**src/rtl/ilp_pkg.sv**
```systemverilog
// shared types and codes for the integer literal parser
// used by ilp_step and integer_literal_parser; depends on nothing else
package ilp_pkg;

   localparam logic [1:0] RADIX_DEC = 2'd0;
   localparam logic [1:0] RADIX_HEX = 2'd1;
   localparam logic [1:0] RADIX_OCT = 2'd2;
   localparam logic [1:0] RADIX_BIN = 2'd3;

   localparam logic [1:0] STATUS_OK        = 2'd0;
   localparam logic [1:0] STATUS_INVALID   = 2'd1;
   localparam logic [1:0] STATUS_SATURATED = 2'd2;

   localparam int unsigned ACC_W   = 64;
   localparam int unsigned VALUE_W = 32;

   typedef struct packed {
      logic [ACC_W-1:0] acc;
      logic [1:0]       pos;
      logic [1:0]       radix;
      logic             digit_seen;
      logic             bad_tail;
      logic             wide_ovf;
      logic             hex_pending;
   } parse_state_type;

   typedef struct packed {
      logic [VALUE_W-1:0] value;
      logic [1:0]         status;
   } parse_result_type;

   localparam parse_state_type STATE_RESET = '{
      acc:         '0,
      pos:         2'd0,
      radix:       RADIX_DEC,
      digit_seen:  1'b0,
      bad_tail:    1'b0,
      wide_ovf:    1'b0,
      hex_pending: 1'b0
   };

endpackage

```
**src/rtl/ilp_step.sv**
```systemverilog
// per-character step of the literal parser: next parse state and final result
// combinational only; depends on ilp_pkg
module ilp_step (
   input  logic [7:0]                 char_code,
   input  logic                       last_char,
   input  ilp_pkg::parse_state_type   cur_state,
   output ilp_pkg::parse_state_type   next_state,
   output ilp_pkg::parse_result_type  result
);

   localparam logic [5:0] DIGIT_NONE = 6'd63;
   localparam logic [7:0] CH_0  = 8'h30;
   localparam logic [7:0] CH_9  = 8'h39;
   localparam logic [7:0] CH_LA = 8'h61;
   localparam logic [7:0] CH_LZ = 8'h7a;
   localparam logic [7:0] CH_UA = 8'h41;
   localparam logic [7:0] CH_UZ = 8'h5a;
   localparam logic [7:0] CH_LX = 8'h78;
   localparam logic [7:0] CH_UX = 8'h58;
   localparam logic [7:0] CH_LO = 8'h6f;
   localparam logic [7:0] CH_UO = 8'h4f;
   localparam logic [7:0] CH_LB = 8'h62;
   localparam logic [7:0] CH_UB = 8'h42;

   localparam int unsigned EXT_W = ilp_pkg::ACC_W + 4;

   function automatic logic [5:0] digit_of(input logic [7:0] c);
      logic [7:0] d;
      begin
         d = 8'hff;
         if (c >= CH_0 && c <= CH_9) d = c - CH_0;
         else if (c >= CH_LA && c <= CH_LZ) d = c - CH_LA + 8'd10;
         else if (c >= CH_UA && c <= CH_UZ) d = c - CH_UA + 8'd10;
         digit_of = (d == 8'hff) ? DIGIT_NONE : d[5:0];
      end
   endfunction

   logic [5:0]       digit;
   logic [5:0]       base;
   logic             digit_ok;
   logic             is_x;
   logic             is_prefix_char;
   logic             acc_zero;
   logic [EXT_W-1:0] acc_ext;
   logic [EXT_W-1:0] digit_ext;
   logic [EXT_W-1:0] mul_add;
   logic             take_ovf;
   ilp_pkg::parse_state_type upd;

   assign digit          = digit_of(char_code);
   assign is_x           = (char_code == CH_LX) || (char_code == CH_UX);
   assign is_prefix_char = is_x || (char_code == CH_LO) || (char_code == CH_UO) ||
                           (char_code == CH_LB) || (char_code == CH_UB);
   assign acc_zero       = (cur_state.acc == '0);
   assign acc_ext        = {4'd0, cur_state.acc};
   assign digit_ext      = {{(EXT_W-6){1'b0}}, digit};

   always_comb begin
      case (cur_state.radix)
         ilp_pkg::RADIX_DEC: base = 6'd10;
         ilp_pkg::RADIX_HEX: base = 6'd16;
         ilp_pkg::RADIX_OCT: base = 6'd8;
         ilp_pkg::RADIX_BIN: base = 6'd2;
         default:            base = 6'd10;
      endcase
   end

   assign digit_ok = (digit < base);

   // exact product-plus-digit; any bit at or above bit 64 means the run no longer fits
   always_comb begin
      case (cur_state.radix)
         ilp_pkg::RADIX_DEC: mul_add = (acc_ext << 3) + (acc_ext << 1) + digit_ext;
         ilp_pkg::RADIX_HEX: mul_add = (acc_ext << 4) + digit_ext;
         ilp_pkg::RADIX_OCT: mul_add = (acc_ext << 3) + digit_ext;
         ilp_pkg::RADIX_BIN: mul_add = (acc_ext << 1) + digit_ext;
         default:            mul_add = acc_ext;
      endcase
   end

   assign take_ovf = (mul_add[EXT_W-1:ilp_pkg::ACC_W] != 4'd0);

   always_comb begin
      upd = cur_state;
      if (cur_state.radix == ilp_pkg::RADIX_DEC && cur_state.pos == 2'd1 &&
          cur_state.digit_seen && acc_zero && !cur_state.bad_tail &&
          !cur_state.wide_ovf && is_prefix_char) begin
         if (is_x) upd.radix = ilp_pkg::RADIX_HEX;
         else if (char_code == CH_LO || char_code == CH_UO) upd.radix = ilp_pkg::RADIX_OCT;
         else upd.radix = ilp_pkg::RADIX_BIN;
         upd.digit_seen = 1'b0;
         upd.pos        = 2'd0;
      end else begin
         if (!cur_state.bad_tail) begin
            if (cur_state.hex_pending) begin
               // base is already 16 here, a pending prefix only arises in hex
               upd.hex_pending = 1'b0;
               if (digit_ok) begin
                  upd.digit_seen = 1'b1;
                  if (!cur_state.wide_ovf) begin
                     if (take_ovf) upd.wide_ovf = 1'b1;
                     else upd.acc = mul_add[ilp_pkg::ACC_W-1:0];
                  end
               end else begin
                  upd.bad_tail = 1'b1;
               end
            end else if (cur_state.radix == ilp_pkg::RADIX_HEX && cur_state.pos == 2'd1 &&
                         cur_state.digit_seen && acc_zero && is_x) begin
               upd.hex_pending = 1'b1;
            end else if (digit_ok) begin
               upd.digit_seen = 1'b1;
               if (!cur_state.wide_ovf) begin
                  if (take_ovf) upd.wide_ovf = 1'b1;
                  else upd.acc = mul_add[ilp_pkg::ACC_W-1:0];
               end
            end else begin
               upd.bad_tail = 1'b1;
            end
         end
         if (cur_state.pos != 2'd3) upd.pos = cur_state.pos + 2'd1;
      end
   end

   always_comb begin
      if (upd.wide_ovf) begin
         result.value  = '1;
         result.status = ilp_pkg::STATUS_SATURATED;
      end else if (!upd.digit_seen || upd.bad_tail || upd.hex_pending) begin
         result.value  = '0;
         result.status = ilp_pkg::STATUS_INVALID;
      end else if (upd.acc[ilp_pkg::ACC_W-1:ilp_pkg::VALUE_W] != '0) begin
         result.value  = '1;
         result.status = ilp_pkg::STATUS_SATURATED;
      end else begin
         result.value  = upd.acc[ilp_pkg::VALUE_W-1:0];
         result.status = ilp_pkg::STATUS_OK;
      end
   end

   assign next_state = last_char ? ilp_pkg::STATE_RESET : upd;

endmodule

```
**src/rtl/integer_literal_parser.sv**
```systemverilog
// top level of the radix-prefixed integer literal parser
// holds the input, parse state and result registers; depends on ilp_pkg, ilp_step
//
// usage: send the literal one byte per item on req_char_code, with req_last_char
// high on the final byte. a leading 0x / 0o / 0b (any case) selects base 16 / 8 / 2,
// otherwise base 10. exactly one result item comes out per literal, on the rsp_
// channel: rsp_number_value and rsp_parse_status (ok, invalid, saturated).
// non-final bytes produce nothing.
// timing: one item is taken per cycle while req_stall is low. a byte is first captured
// in the input register and then folded into the parse state, where a final byte also
// loads the result register, so the result passes the input and result registers in
// turn. the per-byte work is a 68-bit shift-add and a compare in ilp_step.
// when the receiver stalls, the result holds in the output register and the input
// register still drains non-final bytes; req_stall rises only when a final byte
// sits in the input register and the output register is full and stalled.
// reset (synchronous, active high) drops both valids and returns the parse state
// to decimal with an empty accumulator.
module integer_literal_parser (
   input  logic        clock,
   input  logic        reset,
   input  logic        req_valid,
   output logic        req_stall,
   input  logic [7:0]  req_char_code,
   input  logic        req_last_char,
   output logic        rsp_valid,
   input  logic        rsp_stall,
   output logic [31:0] rsp_number_value,
   output logic [1:0]  rsp_parse_status
);

   logic       stage_valid_ff, stage_valid_in;
   logic [7:0] stage_char_ff;
   logic       stage_last_ff;
   logic       stage_go;
   logic       out_free;
   logic       req_take;

   ilp_pkg::parse_state_type  state_ff, state_in;
   ilp_pkg::parse_result_type step_result;
   ilp_pkg::parse_result_type result_ff;
   logic                      result_valid_ff, result_valid_in;

   ilp_step u_step (
      .char_code  (stage_char_ff),
      .last_char  (stage_last_ff),
      .cur_state  (state_ff),
      .next_state (state_in),
      .result     (step_result)
   );

   assign out_free  = !result_valid_ff || !rsp_stall;
   // a non-final item never needs the output register
   assign stage_go  = stage_valid_ff && (!stage_last_ff || out_free);
   assign req_stall = stage_valid_ff && !stage_go;
   assign req_take  = req_valid && !req_stall;

   assign stage_valid_in  = req_take || (stage_valid_ff && !stage_go);
   assign result_valid_in = (stage_go && stage_last_ff) || (result_valid_ff && rsp_stall);

   always_ff @(posedge clock) begin
      if (reset) begin
         stage_valid_ff  <= 1'b0;
         result_valid_ff <= 1'b0;
         state_ff        <= ilp_pkg::STATE_RESET;
      end else begin
         stage_valid_ff  <= stage_valid_in;
         result_valid_ff <= result_valid_in;
         if (stage_go) state_ff <= state_in;
      end
   end

   always_ff @(posedge clock) begin
      if (req_take) begin
         stage_char_ff <= req_char_code;
         stage_last_ff <= req_last_char;
      end
      if (stage_go && stage_last_ff) result_ff <= step_result;
   end

   assign rsp_valid        = result_valid_ff;
   assign rsp_number_value = result_ff.value;
   assign rsp_parse_status = result_ff.status;

   a_status_code: assert property (@(posedge clock) disable iff (reset)
      rsp_valid |-> (rsp_parse_status == ilp_pkg::STATUS_OK ||
                     rsp_parse_status == ilp_pkg::STATUS_INVALID ||
                     rsp_parse_status == ilp_pkg::STATUS_SATURATED))
      else $error("result status out of range");

   a_invalid_zero: assert property (@(posedge clock) disable iff (reset)
      (rsp_valid && rsp_parse_status == ilp_pkg::STATUS_INVALID) |-> rsp_number_value == '0)
      else $error("invalid literal with nonzero value");

   a_sat_ones: assert property (@(posedge clock) disable iff (reset)
      (rsp_valid && rsp_parse_status == ilp_pkg::STATUS_SATURATED) |-> rsp_number_value == '1)
      else $error("saturated literal not all ones");

   a_state_cleared: assert property (@(posedge clock) disable iff (reset)
      (stage_go && stage_last_ff) |=> state_ff == ilp_pkg::STATE_RESET)
      else $error("parse state not cleared after final item");

   a_stall_cause: assert property (@(posedge clock) disable iff (reset)
      req_stall |-> (stage_valid_ff && stage_last_ff && result_valid_ff && rsp_stall))
      else $error("input stalled without a blocked final item");

endmodule
```
**config.mk**
```make
export PLATFORM = sky130hd
export DESIGN_NAME = integer_literal_parser
export DESIGN_NICKNAME = d
export VERILOG_FILES = /design/src/rtl/ilp_pkg.sv /design/src/rtl/ilp_step.sv /design/src/rtl/integer_literal_parser.sv
export SDC_FILE = /design/constraint.sdc
export NUM_CORES = 1
export LEC_CHECK = 0
export BUFFER_PORTS_ARGS = -buffer_cell sky130_fd_sc_hd__buf_2
export CORE_MARGIN = 3
export CORE_UTILIZATION = 30
export CTS_CLUSTER_DIAMETER = 120
export DETAILED_ROUTE_END_ITERATION = 8
export HOLD_SLACK_MARGIN = 0.05
export PLACE_DENSITY = 0.43
export SYNTH_ARGS = -nofsm -noshare
export SYNTH_HDL_FRONTEND = slang
export SYNTH_SLANG_ARGS = --single-unit
```
**constraint.sdc**
```tcl
create_clock -name clock -period 8.9 [get_ports clock]
set_input_delay 0.445 -clock clock [delete_from_list [all_inputs] [get_ports clock]]
set_output_delay 0.445 -clock clock [all_outputs]
set_load 0.01 [all_outputs]
```
==> impl_results.md <==
* Status: finished clean
* Peak fanout along the critical path at 33
* Via density at 6.294
* Io pins at 49
* Clk root buf: clkbuf_16
* TritonCTS clock tree: yes
* Critical Path RT at 9.08 ns
* Class of the worst hold path: input pin to flip-flop
* Leakage Power at 6.767 nW
* Post-synthesis xor/xnor area fraction at 0.1004
* Routed Antenna Nets at 0
* Clock transition at path regs at 0.06 ns
* Tcrit/Tclk final at 0.9212
* NetSw at 0.0004240 W
* Simple-gate share of the synthesized area at 0.2617
* Area leader, netlist: ha_1
* Nets at 2370
* Avg WL per Cell at 27.25 microns
* GPL Wtd Cong at 0.9512
* Worst-Skew Late Latency at 0.47 ns
* WL final at 80.66 mm
* P per Cell Area at 80.32 nW/um^2
* Vias in the first global route at 17880
* Synth top area cells: ha_1, dfxtp_1, edfxtp_1
* Asr flop ratio synth at 0
* Sequential share of the synthesized area at 0.1639
* Fin. Hold Viols at 0
* RR Startpoint: stage_char_ff[1]$_DFFE_PP_
* Cell Area, Synth at 16910 sq um
* Hold Path Depth at 1
* Core area at 55420 sq um
* Die area at 59270 sq um
* Max Slew Vio Count at 0
* Primary FF master, synth: dfxtp_1
* # DRC at 0
* Pint at 0.001047 W
* Fmax at 122.0 MHz
* Die Width at 243.5 microns
* Post-CTS sizing at 0
* Clock sink count at 117
* TNS Setup at 0 ns
* Initial antenna violation count at 0
* Final HPWL DP at 61.04 mm
* Relative slew margins at 0.2442
* Setup Buffers After CTS at 0
* Adder-cell area share of the yosys netlist at 0.1195
* Worst setup SP type: flip-flop
* Hold EP: stage_char_ff[6]$_DFFE_PP_
* Syn nets at 2437
* RSZ-0062 raised after global routing: false
* Clock Tree Buf Depth at 2
* Synth Area in Compound Gates at 0.2825
* Tightest Pin Transition at 1.129 ns
* Main combinational cell family by area after synthesis: compound AO/OA/AOI/OAI gates
* Final worst slack at 0.7016 ns
* Max Cap Violations at 0
* Pin count of the biggest net entering global routing at 67
* Worst slack, placed at 0.8383 ns
* Initial core utilization at 0.3052
* Switching part of the total at 0.2882
* Sequential Power Share at 0.394
* Synth warnings at 0
* Drt first pass iters at 8
* H-Tree Level Count at 4
* Via Count at 18630
* Critical path arrival at 8.38 ns
* Synth top area share at 0.1124
* Max IR drop VDD at 0.0001304 V
* Drt first-iter violations at 2046
* Register-to-register setup slack at 0.70 ns
* Crit. End Element: flip-flop
* First-pass GRT wire length at 119.5 mm
* Final setup vio count at 0
* PortBufs at 48
* Clock power share at 0.504
* Crit Reg-Reg Endpoint: rsp_number_value[17]$_SDFFCE_PN1P_
* Post-synthesis cell type count at 107
* Reg2Reg Depth at 22
* Total track usage at 0.2646
* Setup Skew at 0.01851 ns
* Mapped Cells at 2266
* Multiplexer share of the synthesized area at 0.01176
* Critical setup path kind: flip-flop to flip-flop
* Fin crit period at 8.198 ns
* Std-Cell Rows at 86
* Post-synth EDFFs at 43
* Total CTS buffers at 17
* # diodes at 0
* Hold_sp: req_char_code[6]
* Comb pwr share at 0.102
* Syn Area/Cell at 7.465 sq um
* Most frequent cells in the layout: nand2_1, nor2_1, a21oi_1
* Gr ovfl total at 0
* Area delta synth->final at 8.292%
* Post-CTS Hold Fix Bufs at 0
* Fraction of final layout cells sized beyond drive strength 1 at 0.08861
* Die Y at 243.5 microns
* Most common cell after layout, fill and taps aside: nand2_1
* Synth Register Bits at 117
## sequential cells by signal, indices dropped and copies added, names as in the netlist
signal	flops
rsp_valid	1
state_ff	72
stage_valid_ff	1
rsp_number_value	32
stage_last_ff	1
stage_char_ff	8
rsp_parse_status	2
## logic make-up (layout without fill, tap and decap cells)
group	count (synthesis)	in the layout
AO/OA/AOI/OAI	679	679
XOR/XNOR	193	193
adder cells (fa/ha/maj)	158	158
buffers and inverters	244	190
flip-flops	117	117
multiplexers	19	19
AND/OR/NAND/NOR	856	856
## worst max path at each step
stage	startpoint	endpoint	slack [ns]	cells past startpoint
after floorplan	stage_char_ff[1]$_DFFE_PP_	rsp_number_value[17]$_SDFFCE_PN1P_	2.41	22
after global placement	stage_char_ff[1]$_DFFE_PP_	rsp_number_value[13]$_SDFFCE_PN1P_	0.97	22
after detailed placement	stage_char_ff[1]$_DFFE_PP_	rsp_number_value[9]$_SDFFCE_PN1P_	0.84	22
after CTS	stage_char_ff[1]$_DFFE_PP_	rsp_number_value[17]$_SDFFCE_PN1P_	0.78	22
after global routing	stage_char_ff[1]$_DFFE_PP_	rsp_number_value[2]$_SDFFCE_PN1P_	0.36	22
final	stage_char_ff[1]$_DFFE_PP_	rsp_number_value[17]$_SDFFCE_PN1P_	0.70	22
## area by class of cell
type | instances | area (sq um)
clock inverter | 13 | 145.1
fill | 5973 | 37100
inverter | 60 | 225.2
sequential | 117 | 2773
multi-input combinational | 1905 | 13170
timing repair buffer | 98 | 615.6
clock buffer | 19 | 454.2
tap | 748 | 935.9
## power by group through the flow
stage          Sequential (W)  Combinational (W)  Clock [W]
6_report             0.000579           0.000150   0.000741
5_1_grt              0.000581           0.000164   0.000773
3_3_place_gp         0.000591           0.000148          0
2_1_floorplan        0.000586           0.000102          0
4_1_cts              0.000579           0.000150   0.000751
3_5_place_dp         0.000590           0.000149          0
## routing by layer
| layer | up-vias | GRT usage | share of wire | wire length (microns) |
|---|---|---|---|---|
| li1 | 8469 | - | - | - |
| met1 | 9072 | 0.3651 | 0.44 | 35890 |
| met2 | 921 | 0.4163 | 0.44 | 35720 |
| met3 | 167 | 0.02718 | 0.068 | 5507 |
| met4 | 0 | 0.1181 | 0.044 | 3552 |
| met5 | - | 0 | 0 | 0 |
## cell usage after synthesis, drive strengths merged (8+ instances only)
master and n:
a221oi 14, a21o 20, nand2b 15, o211ai 68
ha 152, and2 16, a21oi 182, xnor2 117
o221ai 11, o21a 12, o2bb2ai 18, mux2i 12
a31oi 15, edfxtp 43, a22o 15, o21ai 133
or3 37, dfxtp 74, o22ai 8, nor2 182
or4 8, o31ai 15, a211oi 18, a2111oi 10
nand2 206, clkbuf 104, nor4 44, nor2b 11
xor2 76, inv 59, nand3 102, and4 11
a22oi 19, nand4 90, buf 80, a222oi 26
o2111ai 12, and3 21, nor3 75, or2 8
## critical path, stage by stage (launching register included)
cell and delay [ns]:
edfxtp_1 0.51, inv_1 0.14, ha_1 0.22, or4b_1 0.56
a311oi_1 0.35, o2bb2a_1 0.35, o21ai_0 0.14, a21o_1 0.22
inv_1 0.20, fa_1 0.46, ha_1 0.22, a21oi_1 0.30
o21ai_1 0.22, o21ai_1 0.57, a311oi_1 0.26, or3_1 0.54
a2111oi_4 0.47, o211ai_1 0.23, o32ai_4 0.76, nand2_2 0.21
o41ai_4 0.38, buf_4 0.40, nand3_1 0.16
## stage by stage
| step | power (W) | cell area, sq um | hold WS [ns] | std cells | util |
|---|---|---|---|---|---|
| 6_report | 0.001471 | 18320 | 0.1525 | 2960 | 0.3305 |
| 5_1_grt | 0.001518 | 18320 | 0.1454 | 2960 | 0.3305 |
| 4_1_cts | 0.001480 | 18320 | 0.1432 | 2960 | 0.3305 |
| 3_5_place_dp | 0.0007392 | 17720 | 0.4766 | 2928 | 0.3197 |
| 3_3_place_gp | 0.0007394 | 17720 | 0.4655 | 2928 | 0.3197 |
| 2_1_floorplan | 0.0006872 | 16920 | 0.4500 | 2266 | - |
Note: power is estimated with default switching activity, not from simulation.
